[src/sbe_pkg.sv]
// Shared types, character codes and helper functions for the sixel band encoder.
`timescale 1ns / 1ps

package sbe_pkg;

    localparam int CHUNK_CHARS_DEF = 1024;
    localparam int QUEUE_DEPTH_DEF = 4;

    localparam int COL_W  = 24;
    localparam int BAND_W = 2;
    localparam int CHAR_W = 8;
    localparam int BCD_W  = 16;
    localparam int SLOT_N = 14;

    localparam logic [CHAR_W-1:0] CH_BANG    = 8'h21;
    localparam logic [CHAR_W-1:0] CH_DASH    = 8'h2D;
    localparam logic [CHAR_W-1:0] CH_RETURN  = 8'h24;
    localparam logic [CHAR_W-1:0] CH_ST      = 8'h9C;
    localparam logic [CHAR_W-1:0] CH_ZERO    = 8'h30;
    localparam logic [CHAR_W-1:0] SIXEL_BIAS = 8'h3F;

    localparam logic [BAND_W-1:0] BAND_FINAL = 2'd3;

    localparam logic [BCD_W-1:0] BCD_ONE = 16'h0001;
    localparam logic [BCD_W-1:0] BCD_MAX = 16'h9999;

    // One run to be written out: bare character or '!' count character.
    typedef struct packed {
        logic              valid;
        logic [CHAR_W-1:0] chr;
        logic [BCD_W-1:0]  bcd;
    } flush_t;

    // Everything one column produces, in output order.
    typedef struct packed {
        flush_t            run_a;
        flush_t            run_b;
        logic              term;
        logic [CHAR_W-1:0] term_chr;
    } cmd_t;

    function automatic logic [CHAR_W-1:0] sixel_char(input logic [COL_W-1:0] col,
                                                     input logic [BAND_W-1:0] band);
        logic [5:0] s;
        logic [5:0] r;
        int         b;
        case (band)
            2'd0:    s = col[23:18];
            2'd1:    s = col[17:12];
            2'd2:    s = col[11:6];
            default: s = col[5:0];
        endcase
        // top pixel goes to bit 0
        for (b = 0; b < 6; b++) begin
            r[5-b] = s[b];
        end
        return {2'b00, r} + SIXEL_BIAS;
    endfunction

    function automatic logic [BCD_W-1:0] bcd_inc(input logic [BCD_W-1:0] v);
        logic [BCD_W-1:0] res;
        logic [3:0]       nib;
        logic             carry;
        int               d;
        res   = '0;
        carry = 1'b1;
        for (d = 0; d < 4; d++) begin
            nib = v[4*d +: 4] + {3'b000, carry};
            if (nib > 4'd9) begin
                nib   = 4'd0;
                carry = 1'b1;
            end
            else begin
                carry = 1'b0;
            end
            res[4*d +: 4] = nib;
        end
        // saturate at 9999
        if (v == BCD_MAX) begin
            res = v;
        end
        return res;
    endfunction

endpackage

[src/sixel_band_encoder_rle.sv]
// Top level of the sixel band encoder with run-length coding.
//
// Input stream: one print-head column per word. tdata carries the 24-bit column,
// tuser the band (0..3), tlast marks the last column of a band pass.
// Output stream: one sixel byte per word, tlast set on the final byte that an
// input column produces. A column that only lengthens a run produces no bytes.
// The run tracker takes a column while the queue has room; up to 9 bytes per column
// leave at one byte per cycle through the serializer while the receiver is ready,
// so the sustained column rate is one per cycle while runs are long and is set by
// the emitted bytes otherwise. A queue of QUEUE_DEPTH commands sits between tracker
// and serializer. A column's first byte waits for its command to pass the queue and
// then the output register, and a stall at the receiver can delay it further.
// Reset clears the open run, the chunk position and the queue; the output is
// empty after reset. When the receiver stalls, the output word holds, the
// serializer waits, and input tready drops once the queue fills.
`timescale 1ns / 1ps

module sixel_band_encoder_rle #(
    parameter int CHUNK_CHARS = sbe_pkg::CHUNK_CHARS_DEF,
    parameter int QUEUE_DEPTH = sbe_pkg::QUEUE_DEPTH_DEF
) (
    input  logic                       clk,
    input  logic                       rst_n,
    input  logic                       s_axis_tvalid,
    output logic                       s_axis_tready,
    input  logic [sbe_pkg::COL_W-1:0]  s_axis_tdata,   // [23:0] column_bits
    input  logic [sbe_pkg::BAND_W-1:0] s_axis_tuser,   // [1:0] band
    input  logic                       s_axis_tlast,
    output logic                       m_axis_tvalid,
    input  logic                       m_axis_tready,
    output logic [sbe_pkg::CHAR_W-1:0] m_axis_tdata,   // [7:0] out_byte
    output logic                       m_axis_tlast
);

    sbe_pkg::cmd_t push_cmd;
    sbe_pkg::cmd_t head;
    logic          push;
    logic          full;
    logic          pop;
    logic          head_valid;

    sbe_front #(
        .CHUNK_CHARS (CHUNK_CHARS)
    ) u_front (
        .clk         (clk),
        .rst_n       (rst_n),
        .in_valid    (s_axis_tvalid),
        .in_ready    (s_axis_tready),
        .column_bits (s_axis_tdata),
        .band        (s_axis_tuser),
        .last_column (s_axis_tlast),
        .queue_full  (full),
        .push        (push),
        .cmd         (push_cmd)
    );

    sbe_queue #(
        .DEPTH (QUEUE_DEPTH)
    ) u_queue (
        .clk        (clk),
        .rst_n      (rst_n),
        .push       (push),
        .push_cmd   (push_cmd),
        .full       (full),
        .pop        (pop),
        .head_valid (head_valid),
        .head       (head)
    );

    sbe_back u_back (
        .clk        (clk),
        .rst_n      (rst_n),
        .head_valid (head_valid),
        .head       (head),
        .pop        (pop),
        .out_valid  (m_axis_tvalid),
        .out_ready  (m_axis_tready),
        .out_byte   (m_axis_tdata),
        .out_last   (m_axis_tlast)
    );

endmodule

[src/sbe_front.sv]
// Front end: converts columns to sixel characters and tracks runs and chunks.
`timescale 1ns / 1ps

module sbe_front #(
    parameter int CHUNK_CHARS = sbe_pkg::CHUNK_CHARS_DEF
) (
    input  logic                       clk,
    input  logic                       rst_n,
    input  logic                       in_valid,
    output logic                       in_ready,
    input  logic [sbe_pkg::COL_W-1:0]  column_bits,
    input  logic [sbe_pkg::BAND_W-1:0] band,
    input  logic                       last_column,
    input  logic                       queue_full,
    output logic                       push,
    output sbe_pkg::cmd_t              cmd
);

    localparam int CW = $clog2(CHUNK_CHARS + 1);

    logic [sbe_pkg::CHAR_W-1:0] held_reg, held_next;
    logic [sbe_pkg::BCD_W-1:0]  bcd_reg, bcd_next;
    logic                       holding_reg, holding_next;
    logic [CW-1:0]              chunk_reg, chunk_next;

    logic [sbe_pkg::CHAR_W-1:0] chr;
    logic [sbe_pkg::BCD_W-1:0]  cur_bcd;
    logic [CW-1:0]              chunk_inc;
    logic                       extend;
    logic                       close;
    logic                       accept;

    assign in_ready  = !queue_full;
    assign accept    = in_valid && in_ready;
    assign chr       = sbe_pkg::sixel_char(column_bits, band);
    assign extend    = holding_reg && (held_reg == chr);
    assign cur_bcd   = extend ? sbe_pkg::bcd_inc(bcd_reg) : sbe_pkg::BCD_ONE;
    assign chunk_inc = chunk_reg + 1'b1;
    assign close     = (chunk_inc >= CW'(CHUNK_CHARS)) || last_column;

    always_comb
    begin
        cmd.run_a.valid = holding_reg && !extend;
        cmd.run_a.chr   = held_reg;
        cmd.run_a.bcd   = bcd_reg;
        cmd.run_b.valid = close;
        cmd.run_b.chr   = chr;
        cmd.run_b.bcd   = cur_bcd;
        cmd.term        = last_column;
        cmd.term_chr    = (band == sbe_pkg::BAND_FINAL) ? sbe_pkg::CH_ST : sbe_pkg::CH_RETURN;
    end

    // drop words that only extend a run
    assign push = accept && (cmd.run_a.valid || cmd.run_b.valid || cmd.term);

    always_comb
    begin
        held_next    = held_reg;
        bcd_next     = bcd_reg;
        holding_next = holding_reg;
        chunk_next   = chunk_reg;
        if (accept) begin
            if (close) begin
                held_next    = '0;
                bcd_next     = '0;
                holding_next = 1'b0;
                chunk_next   = '0;
            end
            else begin
                held_next    = chr;
                bcd_next     = cur_bcd;
                holding_next = 1'b1;
                chunk_next   = chunk_inc;
            end
        end
    end

    always_ff @(posedge clk or negedge rst_n)
    begin
        if (!rst_n) begin
            held_reg    <= '0;
            bcd_reg     <= '0;
            holding_reg <= 1'b0;
            chunk_reg   <= '0;
        end
        else begin
            held_reg    <= held_next;
            bcd_reg     <= bcd_next;
            holding_reg <= holding_next;
            chunk_reg   <= chunk_next;
        end
    end

    a_chunk_bound: assert property (@(posedge clk) disable iff (!rst_n)
        chunk_reg < CW'(CHUNK_CHARS))
        else $error("chunk position reached the chunk size");

endmodule

[src/sbe_queue.sv]
// Short command queue between the run tracker and the byte serializer.
`timescale 1ns / 1ps

module sbe_queue #(
    parameter int DEPTH = sbe_pkg::QUEUE_DEPTH_DEF
) (
    input  logic          clk,
    input  logic          rst_n,
    input  logic          push,
    input  sbe_pkg::cmd_t push_cmd,
    output logic          full,
    input  logic          pop,
    output logic          head_valid,
    output sbe_pkg::cmd_t head
);

    localparam int PW  = $clog2(DEPTH);
    localparam int CNW = $clog2(DEPTH + 1);

    sbe_pkg::cmd_t  mem_reg [DEPTH];
    logic [PW-1:0]  wr_ptr_reg, wr_ptr_next;
    logic [PW-1:0]  rd_ptr_reg, rd_ptr_next;
    logic [CNW-1:0] count_reg, count_next;

    assign full       = (count_reg == CNW'(DEPTH));
    assign head_valid = (count_reg != '0);
    assign head       = mem_reg[rd_ptr_reg];

    always_comb
    begin
        wr_ptr_next = wr_ptr_reg;
        rd_ptr_next = rd_ptr_reg;
        count_next  = count_reg;
        if (push) begin
            wr_ptr_next = (wr_ptr_reg == PW'(DEPTH - 1)) ? '0 : wr_ptr_reg + 1'b1;
        end
        if (pop) begin
            rd_ptr_next = (rd_ptr_reg == PW'(DEPTH - 1)) ? '0 : rd_ptr_reg + 1'b1;
        end
        if (push && !pop) begin
            count_next = count_reg + 1'b1;
        end
        else if (pop && !push) begin
            count_next = count_reg - 1'b1;
        end
    end

    always_ff @(posedge clk)
    begin
        if (push) begin
            mem_reg[wr_ptr_reg] <= push_cmd;
        end
    end

    always_ff @(posedge clk or negedge rst_n)
    begin
        if (!rst_n) begin
            wr_ptr_reg <= '0;
            rd_ptr_reg <= '0;
            count_reg  <= '0;
        end
        else begin
            wr_ptr_reg <= wr_ptr_next;
            rd_ptr_reg <= rd_ptr_next;
            count_reg  <= count_next;
        end
    end

    a_no_overflow: assert property (@(posedge clk) disable iff (!rst_n)
        !(push && full))
        else $error("push into a full queue");

    a_no_underflow: assert property (@(posedge clk) disable iff (!rst_n)
        !(pop && !head_valid))
        else $error("pop from an empty queue");

endmodule

[src/sbe_back.sv]
// Back end: serializes one queued command into output bytes behind an output register.
`timescale 1ns / 1ps

module sbe_back (
    input  logic                       clk,
    input  logic                       rst_n,
    input  logic                       head_valid,
    input  sbe_pkg::cmd_t              head,
    output logic                       pop,
    output logic                       out_valid,
    input  logic                       out_ready,
    output logic [sbe_pkg::CHAR_W-1:0] out_byte,
    output logic                       out_last
);

    localparam int N = sbe_pkg::SLOT_N;

    logic [N-1:0] done_reg, done_next;
    logic         out_valid_reg;
    logic [sbe_pkg::CHAR_W-1:0] out_byte_reg;
    logic         out_last_reg;

    logic [N-1:0] enable;
    logic [N-1:0] remaining;
    logic [N-1:0] pick;
    logic [N-1:0] rest;
    logic [sbe_pkg::CHAR_W-1:0] slot_byte [N];
    logic [sbe_pkg::CHAR_W-1:0] sel_byte;
    logic         is_last;
    logic         advance;

    function automatic logic [5:0] run_slots(input sbe_pkg::flush_t f);
        logic multi;
        multi = f.valid && (f.bcd != sbe_pkg::BCD_ONE);
        // bang, thousands, hundreds, tens, units, character; no leading zeros
        return {f.valid,
                multi,
                multi && (f.bcd[15:4] != '0),
                multi && (f.bcd[15:8] != '0),
                multi && (f.bcd[15:12] != '0),
                multi};
    endfunction

    always_comb
    begin
        slot_byte[0]  = sbe_pkg::CH_BANG;
        slot_byte[1]  = sbe_pkg::CH_ZERO + {4'h0, head.run_a.bcd[15:12]};
        slot_byte[2]  = sbe_pkg::CH_ZERO + {4'h0, head.run_a.bcd[11:8]};
        slot_byte[3]  = sbe_pkg::CH_ZERO + {4'h0, head.run_a.bcd[7:4]};
        slot_byte[4]  = sbe_pkg::CH_ZERO + {4'h0, head.run_a.bcd[3:0]};
        slot_byte[5]  = head.run_a.chr;
        slot_byte[6]  = sbe_pkg::CH_BANG;
        slot_byte[7]  = sbe_pkg::CH_ZERO + {4'h0, head.run_b.bcd[15:12]};
        slot_byte[8]  = sbe_pkg::CH_ZERO + {4'h0, head.run_b.bcd[11:8]};
        slot_byte[9]  = sbe_pkg::CH_ZERO + {4'h0, head.run_b.bcd[7:4]};
        slot_byte[10] = sbe_pkg::CH_ZERO + {4'h0, head.run_b.bcd[3:0]};
        slot_byte[11] = head.run_b.chr;
        slot_byte[12] = sbe_pkg::CH_DASH;
        slot_byte[13] = head.term_chr;
    end

    assign enable    = {head.term, head.term, run_slots(head.run_b), run_slots(head.run_a)};
    assign remaining = enable & ~done_reg;
    assign pick      = remaining & (~remaining + 1'b1);
    assign rest      = remaining & ~pick;
    assign is_last   = (rest == '0);

    always_comb
    begin
        sel_byte = '0;
        for (int i = 0; i < N; i++) begin
            sel_byte = sel_byte | (slot_byte[i] & {sbe_pkg::CHAR_W{pick[i]}});
        end
    end

    // load the output register when it is empty or being drained
    assign advance = head_valid && (!out_valid_reg || out_ready);
    assign pop     = advance && is_last;

    always_comb
    begin
        done_next = done_reg;
        if (advance) begin
            done_next = is_last ? '0 : (done_reg | pick);
        end
    end

    always_ff @(posedge clk or negedge rst_n)
    begin
        if (!rst_n) begin
            done_reg      <= '0;
            out_valid_reg <= 1'b0;
        end
        else begin
            done_reg <= done_next;
            if (advance) begin
                out_valid_reg <= 1'b1;
            end
            else if (out_ready) begin
                out_valid_reg <= 1'b0;
            end
        end
    end

    always_ff @(posedge clk)
    begin
        if (advance) begin
            out_byte_reg <= sel_byte;
            out_last_reg <= is_last;
        end
    end

    assign out_valid = out_valid_reg;
    assign out_byte  = out_byte_reg;
    assign out_last  = out_last_reg;

    a_cmd_not_empty: assert property (@(posedge clk) disable iff (!rst_n)
        head_valid |-> (enable != '0))
        else $error("queued command carries no bytes");

    a_done_subset: assert property (@(posedge clk) disable iff (!rst_n)
        head_valid |-> ((done_reg & ~enable) == '0))
        else $error("serializer progress outside the command's bytes");

    a_idle_clean: assert property (@(posedge clk) disable iff (!rst_n)
        !head_valid |-> (done_reg == '0))
        else $error("serializer progress left over with no command");

endmodule
[config.mk]
export PLATFORM = sky130hd
export DESIGN_NAME = sixel_band_encoder_rle
export DESIGN_NICKNAME = d
export VERILOG_FILES = /design/src/sbe_pkg.sv /design/src/sixel_band_encoder_rle.sv /design/src/sbe_front.sv /design/src/sbe_queue.sv /design/src/sbe_back.sv
export SDC_FILE = /design/constraint.sdc
export NUM_CORES = 1
export LEC_CHECK = 0
export BUFFER_PORTS_ARGS = -buffer_cell sky130_fd_sc_hd__buf_2
export CAP_MARGIN = 20
export CORE_MARGIN = 8
export CORE_UTILIZATION = 40
export CTS_CLUSTER_SIZE = 25
export DETAILED_ROUTE_END_ITERATION = 10
export SLEW_MARGIN = 20
export SYNTH_ARGS = -nofsm -noshare
export SYNTH_HDL_FRONTEND = slang
export SYNTH_SLANG_ARGS = --single-unit
[constraint.sdc]
create_clock -name clk -period 14.5 [get_ports clk]
set_input_delay 3.625 -clock clk [delete_from_list [all_inputs] [get_ports clk]]
set_output_delay 3.625 -clock clk [all_outputs]
set_load 0.02 [all_outputs]
Yosys cells after proc, flatten, opt, wreduce, memory -nomap -nowiden
Memory sizes are Yosys's and may differ from the RTL's.
Index checks and enable logic that the tools add are counted.
{ "totals": {"ramBits": 232, "inputBits": 31, "latchBits": 0, "rom_bits": 0, "reg_bits": 67, "n_memories": 1} }
{ "op_classes": {"n_bitwise": 31, "n_mul": 0, "eq_ne": 10, "magnitude_cmp": 5, "div": 0, "shift": 0, "reduce_logical": 36, "mux": 24, "n_addsub": 19} }
{ "mem_list": {"columns": ["memory", "depth", "width", "rd", "rd_ports_with_merged_regs", "wr", "line_no", "source"], "rows": [
  ["u_queue.mem_reg", 4, 58, 1, 0, 1, "sbe_queue.sv:20", "sbe_pkg::cmd_t mem_reg [DEPTH];"]
]} }
{ "op_table": {"columns": ["cell", "count"], "rows": [
  ["$and 8x8->8", 11],
  ["$or 8x8->8", 10],
  ["$add 6x4->7 const A", 8],
  ["$mux 16", 3],
  ["$and 14x14->14", 3],
  ["$not 14->14", 3],
  ["$ne 16x1->1 const B", 2],
  ["$reduce_bool 12->1", 2],
  ["$pmux 6 s3", 1],
  ["$eq 16x16->1 const B", 1],
  ["$gt 4x4->1 const B", 4],
  ["$logic_and 1x1->1", 16],
  ["$mux 4", 4],
  ["$mux 8", 2],
  ["$or 8x6->8", 2],
  ["$reduce_bool 8->1", 2],
  ["$add 14x1->14 const B", 1],
  ["$logic_not 14->1", 1],
  ["$mux 14", 1],
  ["$or 14x14->14", 1],
  ["$add 4x1->4", 3],
  ["$add 11x1->11 const B", 1],
  ["$ge 11x11->1 const B", 1],
  ["$mux 11", 1],
  ["19 further kinds", 41]
]} }

Depth between registers and ports, before layout
Gate-level depths: netlist of the first run.
An unclocked memory read counts as a cell.
{ "logic_depth": {"depth_word": 22, "mapped_depth": 23} }

Cells and area by module
A second synthesis of the first run with hierarchy kept.
{ "hier_totals": {"hier_cells": 876, "hier_area_um2": 13676.9} }
{ "modules_own_cells": {"columns": ["module", "n_inst", "cells_each", "seq_area_each_um2", "area_per_inst_um2"], "rows": [
  ["sbe_queue", 1, 346, 7262.0, 8997.4],
  ["sbe_front", 1, 308, 875.8, 2757.6],
  ["sbe_back", 1, 222, 645.6, 1921.8]
]} }

Least setup slack after synthesis of the first run
Ideal clock, no wire load.
{ "synth_timing": {"path_kind": "input -> register", "start": "in s_axis_tuser[0] (netlist name)", "end": "mem u_queue.mem_reg[0][10] (netlist name), enable pin", "path_stages": 9, "arrival_ns": 7.344, "required_ns": 14.086, "setup_slack_ns": 6.742, "path_cell_list": "clkbuf_1 > mux4_2 > or3_1 > nor3_1 > xnor3_1 > nor4bb_1 > nor2b_1 > o21a_1 > and2_1"} }
{ "synth_rtl": {"columns": ["item", "line_no", "source"], "rows": [
  ["start: declaration", "sixel_band_encoder_rle.sv:27", "input logic [sbe_pkg::BAND_W-1:0] s_axis_tuser,"],
  ["end: declaration", "sbe_queue.sv:20", null]
]} }

==> results.sh, run 1 <==
export IMPL_status="finished clean"
export IMPL_async_flop_share_pct=21.11
export IMPL_slew_violations=0
export IMPL_antenna_found_initial=0
export IMPL_worstPathCellList="buf_2, mux4_2, inv_1, ha_1, nor3b_1, xnor3_1, nand2_1, nor4bb_1, nand2_1, or3_1, o41ai_1"
export IMPL_intPower_uw=1708
export IMPL_swShare_pct=31.94
export IMPL_ios=42
export IMPL_drc_errors=0
export IMPL_comb_power_share_pct=29.6
export IMPL_rsz0062_at_grt="no"
export IMPL_grt_max_degree=58
export IMPL_root_buffer="clkbuf_16"
export IMPL_largest_register_ffs=204
export IMPL_portBuffers=41
export IMPL_p_per_area_nw_per_um2=188.1
export IMPL_p_sw_uw=801.2
export IMPL_hp_class="flip-flop to flip-flop"
export IMPL_final_hold_viol_count=0
export IMPL_crit_path_end_kind="flip-flop"
export IMPL_drive_gt1_share_pct=20.22
export IMPL_cts_setup_buffers=0
export IMPL_grt_pass1_wl_mm=39.89
export IMPL_synthCells=763
export IMPL_critPathMaxFanout=22
export IMPL_h_tree_depth=1
export IMPL_antenna_left=0
export IMPL_totalWireLength_mm=25.44
export IMPL_clkPwrFrac_pct=27.5
export IMPL_synth_seq_area_share_pct=66.11
export IMPL_ys_warn_count=0
export IMPL_cp_num_buf_inv=2
export IMPL_cpPeakStageDelay_ps=650
export IMPL_synth_fp_nets=812
export IMPL_p_seq_share_pct=42.9
export IMPL_synth_avg_cell_area_um2=15.51
export IMPL_via_count=6644
export IMPL_fin_nets=858
export IMPL_total_power_uw=2509
export IMPL_cp_slowest_cell="nand2_1"
export IMPL_crit_arrival_ps=7490
export IMPL_syn_to_final_growth_pct=12.70
export IMPL_start_util_pct=40.24
export IMPL_grt_total_usage_pct=14.30
export IMPL_core_rowCount=63
export IMPL_maxSlewHeadroom_pct=35.98
export IMPL_cts_hold_buf=0
export IMPL_fp_dieW_um=188.0
export IMPL_dp_cells=1169
export IMPL_clock_latency_ps=550
export IMPL_fillerInstances=2555
export IMPL_fin_crit_ps=7056
export IMPL_num_antenna_cells=0
export IMPL_grt_ovfl_total=0
export IMPL_gp_congestion=0.8305
export IMPL_cts_resized_gates=0
export IMPL_numClockSinks=270
export IMPL_ir_worst_vdd_v=0.0001142
export IMPL_detail_route_vias_per_cell=5.441
export IMPL_hold_ws_ps=490.4
export IMPL_drtPass1Iterations=5
export IMPL_fin_skew_ps=11.82
export IMPL_tightest_slew_ps=959.2
export IMPL_ys_types=67
export IMPL_hpwl_mm=16.04
export IMPL_synth_flop_cell="edfxtp_1"
export IMPL_cpMostUsedCell="nand2_1"
export IMPL_cp_top_family="simple AND/OR/NAND/NOR gates"
export IMPL_setup_ws_ps=7444
export IMPL_finalCritPeriodShare_pct=48.66
export IMPL_drt_iter0_markers=566
export IMPL_ys_ff_latch=270
export IMPL_clk_pin_slew_ps=60
export IMPL_p_leak_uw=0.004667
export IMPL_core_area_um2=29400
export IMPL_crit_path_start_kind="input port"
export IMPL_synth_edff_count=213
export IMPL_setup_viol=0
export IMPL_critPathKind="input port to flip-flop"
export IMPL_cp_required_ps=14930
export IMPL_cts_max_path_buffers=3
export IMPL_finalNonFillerCells=1221
export IMPL_wl_per_cell_um=20.84
export IMPL_cts_tree="yes"
export IMPL_fin_tns_setup_ps=0
export IMPL_synth_area_um2=11830
export IMPL_die_h_um=188.0
export IMPL_cts_made_buffers=28
export IMPL_place_ws_ps=6830
export IMPL_dieArea_um2=35340
export IMPL_grt_pass1_vias=6957
export IMPL_fmax_mhz=141.7
export IMPL_maxCapViolations=0
final cells by class:
cell class	count	area, um2	share of cell area [%]
clock buffers	37	754.5	5.658
inverters	26	97.59	0.7318
repair buffers	50	272.8	2.045
clock inverters	15	140.1	1.051
multi-input cells	433	3755	28.16
well taps	390	488.0	3.659
flip-flops and latches	270	7828	58.70
power by group through the flow:
stage,clock network (uW),registers [uW],logic (uW)
finish,690,1080,743
global route,736,1090,810
CTS,705,1080,753
detailed placement,0,1090,752
global placement,0,1090,745
floorplan,0,1080,555
layer usage:
layer / wire length [um] / share of wire, % / global-route usage, % / vias up
met5: 0 / 0 / 0 / -
met4: 484 / 1.9 / 3.909 / 0
li1: - / - / - / 3062
met1: 11890 / 47 / 19.87 / 3430
met3: 984 / 3.9 / 2.266 / 34
met2: 12090 / 48 / 23.04 / 118
placed cells by master (no fill, tap or decap), drive strengths merged, types with 5 or more instances in the layout:
cell / count
edfxtp: 213
nand2: 59
mux4: 57
dfrtp: 57
buf: 50
nor2: 42
clkbuf: 37
a21oi: 30
inv: 26
o21ai: 25
nand3: 22
ha: 17
xnor2: 15
nor2b: 14
a22o: 12
and2: 12
xor2: 11
nor3: 11
clkinv: 11
nor4: 9
and3: 8
nand2b: 7
o41ai: 7
a31oi: 6
nor3b: 6
o31ai: 6
a22oi: 5
nand4: 5
cells in the mapped netlist, drive strengths merged, types with 3 or more instances:
cell type,number,area share [%]
clkbuf,23,0.73
o41ai,7,0.68
xnor2,15,1.1
ha,17,1.8
mux2,3,0.35
and2,12,0.63
nor4,9,0.53
o2111ai,3,0.33
o31ai,6,0.38
or4,4,0.32
dfrtp,57,12
o21ai,25,1.1
a21oi,30,1.3
nor3b,6,0.38
a31oi,6,0.32
nor2,42,1.3
edfxtp,213,54
nor3,11,0.56
a22o,12,0.89
nor2b,14,0.74
xor2,11,0.81
mux4,57,11
and3,8,0.42
nand3,22,0.93
nand4,5,0.26
nand2,59,1.9
o21a,3,0.19
xnor3,3,0.57
inv,26,0.82
buf,11,0.67
a221oi,3,0.22
nand2b,7,0.37
a22oi,5,0.32
nor4bb,3,0.25
stage by stage:
| step | area, um2 | util [%] |
|---|---|---|
| after floorplan | 11830 | - |
| after global placement | 12440 | 42.31 |
| after detailed placement | 12440 | 42.31 |
| after CTS | 13340 | 45.36 |
| after global routing | 13340 | 45.36 |
| final | 13340 | 45.36 |
worst register-to-register path: cells and delay by family, from the launching register on:
kind / cells / cell delay, ps
AO/OA/AOI/OAI: 3 / 860
adder cells (fa/ha/maj): 2 / 680
buffers and inverters: 3 / 1040
flip-flops: 1 / 640
multiplexers: 2 / 960
AND/OR/NAND/NOR: 4 / 1990
kinds of logic after synthesis:
family / share of synthesized area [%]
AOI/OAI and AO/OA: 6.345
adders and majority gates: 2.147
muxes: 11.28
DFF: 66.11
xor gates and xnor gates: 2.495
buffers and inverters: 2.220
and+or+nand+nor: 9.401
worst paths after layout:
path	start	cells past startpoint	slack [ps]	endpoint
worst max-delay path	s_axis_tuser[0]	11	7440	u_front.bcd_reg[14]
worst min-delay path	u_back.out_valid	2	490	u_back.out_valid
worst max register to register	u_queue.rd_ptr_reg[0]	14	8210	u_queue.count_reg[1]
worst min register to register	u_back.out_valid	2	490	u_back.out_valid
max in group asynchronous	rst_n	2	10560	u_queue.rd_ptr_reg[0]
min in group asynchronous	rst_n	2	3270	u_front.chunk_reg[3]
Power figures use the tool's default switching activity.
==> run 2, diff against run 1 <==
- clock period: 14.5 -> 5.99 ns (I/O delays scaled with it)
==> run 2 against run 1 <==
  * Combinational power increased by 140%
  * Critical path depth increased by 2
  * Non-clock buffer count increased by 12
  * Utilization increased by 0.72 points
  * Sequential power increased by 150%
  * Worst hold slack improved by 8.1 ps
  * Sequential share of layout area decreased by 0.92 points
==> results.sh, run 2 (synthesis results as in run 1) <==
export IMPL_portBuffers=41
export IMPL_crit_arrival_ps=5540
export IMPL_dieArea_um2=35340
export IMPL_cts_hold_buf=0
export IMPL_drtPass1Iterations=7
export IMPL_rsz0062_at_grt="no"
export IMPL_drc_errors=0
export IMPL_grt_pass1_wl_mm=40.30
export IMPL_fin_skew_ps=9.892
export IMPL_cp_required_ps=6420
export IMPL_mostFrequentLayoutCells="edfxtp_1, nand2_1, mux4_2"
export IMPL_drt_iter0_markers=600
export IMPL_place_ws_ps=497.4
export IMPL_fillerInstances=2558
export IMPL_wl_per_cell_um=20.81
export IMPL_p_leak_uw=0.004776
export IMPL_setup_viol=0
export IMPL_clock_latency_ps=540
export IMPL_antenna_found_initial=0
export IMPL_die_h_um=188.0
export IMPL_maxSlewHeadroom_pct=40.84
export IMPL_drive_gt1_share_pct=21.54
export IMPL_num_antenna_cells=0
export IMPL_critPathKind="flip-flop to flip-flop"
export IMPL_root_buffer="clkbuf_16"
export IMPL_cts_resized_gates=0
export IMPL_core_area_um2=29400
export IMPL_total_power_uw=6215
export IMPL_fin_tns_setup_ps=0
export IMPL_slew_violations=0
export IMPL_tightest_slew_ps=885.5
export IMPL_hpwl_mm=17.72
export IMPL_antenna_left=0
export IMPL_largest_register_ffs=204
export IMPL_cts_made_buffers=29
export IMPL_syn_to_final_growth_pct=14.49
export IMPL_grt_total_usage_pct=14.51
export IMPL_detail_route_vias_per_cell=5.396
export IMPL_final_hold_viol_count=0
export IMPL_cts_setup_buffers=0
export IMPL_crit_path_start_kind="flip-flop"
export IMPL_whs_path_depth=2
export IMPL_grt_pass1_vias=6709
export IMPL_gp_congestion=0.7934
export IMPL_ios=42
export IMPL_rr_worst_depth=13
export IMPL_numClockSinks=270
export IMPL_start_util_pct=40.24
export IMPL_crit_path_end_kind="flip-flop"
export IMPL_grt_max_degree=52
export IMPL_grt_ovfl_total=0
export IMPL_finalCritPeriodShare_pct=85.38
export IMPL_clk_pin_slew_ps=60
export IMPL_status="finished clean"
export IMPL_setup_ws_ps=875.6
export IMPL_cts_tree="yes"
export IMPL_critPathMaxFanout=31
export IMPL_core_rowCount=63
export IMPL_fin_nets=871
export IMPL_maxCapViolations=0
export IMPL_fin_crit_ps=5114
export IMPL_final_util_pct=46.07
export IMPL_fp_dieW_um=188.0
export IMPL_layout_commonest_cell="edfxtp_1"
export IMPL_p_per_area_nw_per_um2=458.8
export IMPL_via_count=6664
export IMPL_hp_class="flip-flop to flip-flop"
export IMPL_ir_worst_vdd_v=0.0002234
export IMPL_h_tree_depth=1
export IMPL_cts_max_path_buffers=3
export IMPL_fmax_mhz=195.5
export IMPL_totalWireLength_mm=25.70
==> run 2: cell count changes in the layout (fill, tap and decap cells not counted), sizes merged <==
cell      before  now
clkinvlp       2    3
clkinv        11    2
clkbuf        37   45
inv           26   28
buf           50   62
==> run 2: final timing paths <==
| kind | slack [ps] | startpoint | to |
|---|---|---|---|
| max reg2reg | 880 | u_queue.rd_ptr_reg[0] | u_queue.count_reg[1] |
| min reg2reg | 500 | u_back.done_reg[9] | u_back.done_reg[9] |
| min in group asynchronous | 780 | rst_n | u_front.chunk_reg[2] |
| max | 880 | u_queue.rd_ptr_reg[0] | u_queue.count_reg[1] |
| max in group asynchronous | 4170 | rst_n | u_queue.rd_ptr_reg[0] |
| min | 500 | u_back.done_reg[9] | u_back.done_reg[9] |
==> run 2: cell type report <==
cell class | count | area, um2 | share of cell area (%)
multi-input combinational | 433 | 3752 | 27.70
timing repair buffer | 62 | 425.4 | 3.140
tap | 390 | 488.0 | 3.602
clock inverter | 9 | 110.1 | 0.8128
clock buffer | 45 | 845.8 | 6.244
inverter | 26 | 97.59 | 0.7204
sequential | 270 | 7828 | 57.78
==> run 2: layer usage <==
metal / share of wire, % / track usage (%) / wire, um / vias up
met2: 46 / 22.42 / 11790 / 140
met1: 48 / 20.71 / 12220 / 3417
li1: - / - / - / 3085
met5: 0 / 0 / 0 / -
met4: 1.2 / 3.455 / 321 / 0
met3: 5.3 / 3.046 / 1373 / 22
==> run 2: per-stage QoR <==
| stage | instances | instance area [um2] | hold slack, ps |
|---|---|---|---|
| floorplan | 763 | 11830 | 453.8 |
| global placement | 1181 | 12590 | 470.1 |
| detailed placement | 1181 | 12590 | 484.9 |
| CTS | 1235 | 13550 | 501.3 |
| global route | 1235 | 13550 | 516.9 |
| finish | 1235 | 13550 | 498.5 |
==> run 2: worst max-delay path: stages, from the launching register on <==
cell	delay (ps)
dfrtp_4	830
mux4_2	650
or4_1	600
o41ai_4	550
o21ai_2	90
and3b_1	390
and2_1	330
o2111ai_2	180
nor3_4	210
inv_1	150
ha_1	230
inv_1	70
fa_1	410
mux2_2	270
==> run 2: where the power goes <==
group | internal (uW) | total (uW) | leakage (uW) | switching [uW]
combinational | 777 | 1800 | 0.00163 | 1020
sequential | 2420 | 2650 | 0.00269 | 228
clock | 1060 | 1760 | 0.000458 | 707
total | 4260 | 6210 | 0.00478 | 1960
==> run 3, diff against run 2 <==
- CORE_UTILIZATION: 40 -> 50
- PLACE_DENSITY: unset -> 0.69
==> run 3 against run 2 <==
  * Setup slack got worse by 1.3 ps
  * First-iteration DRC count rose by 47%
  * Sequential share of layout area rose by 0.72 points
  * Critical path type unchanged
  * Power fell by 0.94%
  * Routed wire length rose by 1.9%
  * Largest power group unchanged
  * Cell count fell by 6.2%
  * Register-to-register slack barely moved
  * Combinational power barely moved
  * Clock-buffer cell count fell by 8
  * Worst hold slack improved by 7.7 ps
  * Fmax barely moved
  * Largest cell class unchanged
==> results.sh, run 3 (synthesis results as in run 1) <==
export IMPL_status="finished clean"
export IMPL_fin_nets=866
export IMPL_final_hold_viol_count=0
export IMPL_path_depth=13
export IMPL_finalCritPeriodShare_pct=85.40
export IMPL_maxCapViolations=0
export IMPL_antenna_found_initial=0
export IMPL_mostFrequentLayoutCells="edfxtp_1, nand2_1, mux4_2"
export IMPL_worst_r2r_endpoint="u_queue.count_reg[1]"
export IMPL_fin_skew_ps=9.747
export IMPL_cts_max_path_buffers=3
export IMPL_swShare_pct=31.81
export IMPL_via_count=6958
export IMPL_cp_slowest_cell="dfrtp_4"
export IMPL_clock_latency_ps=540
export IMPL_numClockSinks=270
export IMPL_crit_path_end_kind="flip-flop"
export IMPL_crit_arrival_ps=5530
export IMPL_hp_class="flip-flop to flip-flop"
export IMPL_rr_worst_depth=13
export IMPL_p_sw_uw=1958
export IMPL_cts_resized_gates=0
export IMPL_clk_pin_slew_ps=60
export IMPL_maxSlewHeadroom_pct=43.17
export IMPL_cp_top_family="simple AND/OR/NAND/NOR gates"
export IMPL_cts_hold_buf=0
export IMPL_cts_made_buffers=28
export IMPL_tightest_slew_ps=846.0
export IMPL_cts_tree="yes"
export IMPL_h_tree_depth=1
export IMPL_rsz0062_at_grt="no"
export IMPL_final_util_pct=57.34
export IMPL_multi_input_area_um2=3752
export IMPL_root_buffer="clkbuf_16"
export IMPL_setup_viol=0
export IMPL_drt_iter0_markers=879
export IMPL_antenna_left=0
export IMPL_crit_end="u_queue.count_reg[1]"
export IMPL_largest_register_ffs=204
export IMPL_p_per_area_nw_per_um2=460.1
export IMPL_cts_setup_buffers=0
export IMPL_ios=42
export IMPL_wl_per_cell_um=22.62
export IMPL_drtPass1Iterations=5
export IMPL_critPathMaxFanout=27
export IMPL_clkPwrFrac_pct=27.6
export IMPL_cpPeakStageDelay_ps=800
export IMPL_place_area_um2=12470
export IMPL_fin_crit_ps=5116
export IMPL_hold_ws_ps=506.1
export IMPL_reg2reg_from="u_queue.rd_ptr_reg[0]"
export IMPL_grt_pass1_vias=7152
export IMPL_crit_path_start_kind="flip-flop"
export IMPL_cp_num_buf_inv=2
export IMPL_p_seq_share_pct=42.9
export IMPL_detail_route_vias_per_cell=6.009
export IMPL_dieArea_um2=28840
export IMPL_postLayoutCellArea_um2=13380
export IMPL_portBuffers=41
export IMPL_grt_total_usage_pct=18.31
export IMPL_grt_max_degree=52
export IMPL_worstPathCellList="mux4_2, nor4_1, nand2_1, o2111ai_2, and3b_1, and2_1, o2111ai_2, nor3_4, inv_1, ha_1, inv_1, fa_1, mux2_2"
export IMPL_fin_tns_setup_ps=0
export IMPL_gp_congestion=0.8834
export IMPL_seqCellArea_um2=7828
export IMPL_cp_required_ps=6410
export IMPL_hpwl_mm=16.87
export IMPL_core_rowCount=56
export IMPL_fmax_mhz=195.5
export IMPL_drive_gt1_share_pct=20.74
export IMPL_reg2reg_slack_ps=870
export IMPL_critPathKind="flip-flop to flip-flop"
export IMPL_totalWireLength_mm=26.19
export IMPL_drc_errors=0
export IMPL_ir_worst_vdd_v=0.0003043
export IMPL_fillerInstances=1761
export IMPL_die_h_um=169.8
export IMPL_grt_ovfl_total=0
export IMPL_num_antenna_cells=0
export IMPL_comb_power_share_pct=29.5
export IMPL_fp_dieW_um=169.8
export IMPL_intPower_uw=4198
export IMPL_slew_violations=0
export IMPL_grt_pass1_wl_mm=40.99
export IMPL_layout_commonest_cell="edfxtp_1"
export IMPL_syn_to_final_growth_pct=13.07
export IMPL_p_leak_uw=0.004737
export IMPL_start_util_pct=50.71
export IMPL_core_area_um2=23330
export IMPL_startpoint="u_queue.rd_ptr_reg[0]"
==> run 3: cell types whose count changed in the layout (fill, tap and decap cells not counted) <==
cell and delta:
clkbuf_8 -3, clkinvlp_4 -1, inv_6 -2, clkinv_2 +2, buf_4 -4, clkbuf_1 -5, clkinv_1 +7
==> run 3: final cells by class <==
type                            instances  area share [%]
Sequential cell                       270           58.51
Tap cell                              319           2.983
Clock buffer                           37           5.873
Timing Repair Buffer                   58           2.955
Inverter                               26          0.7294
Clock inverter                         15          0.9071
Multi-Input combinational cell        433           28.05
==> run 3: power by group through the flow <==
stage	logic, uW	clock network [uW]	registers, uW
global route	1950	1800	2680
global placement	1780	0	2660
detailed placement	1810	0	2680
floorplan	1340	0	2610
CTS	1810	1720	2650
finish	1820	1700	2640
==> run 3: metal layers <==
metal	wire, um	track usage [%]	up-vias	part of all wire (%)
met1	11480	25.45	3569	44
met4	653	5.117	0	2.5
li1	-	-	3078	-
met2	12470	29.53	259	48
met5	0	0	-	0
met3	1589	3.035	52	6.1
==> run 3: how the worst min path moves through the flow <==
stage | cells after the start | start | endpoint
finish | 1 | u_front.chunk_reg[6] | u_front.chunk_reg[6]
global route | 2 | u_back.done_reg[6] | u_back.done_reg[6]
CTS | 1 | u_front.chunk_reg[4] | u_front.chunk_reg[4]
detailed placement | 1 | u_front.chunk_reg[4] | u_front.chunk_reg[4]
global placement | 2 | u_back.done_reg[9] | u_back.done_reg[9]
floorplan | 2 | u_back.done_reg[10] | u_back.done_reg[10]
==> run 3: through the flow <==
step                      total power [uW]  std cells  setup slack, ps
after floorplan                       3951        763            359.5
after global placement                4434       1106            708.6
after detailed placement              4485       1106            472.5
after CTS                             6183       1158            940.2
after global routing                  6434       1158            621.6
final                                 6156       1158            874.3
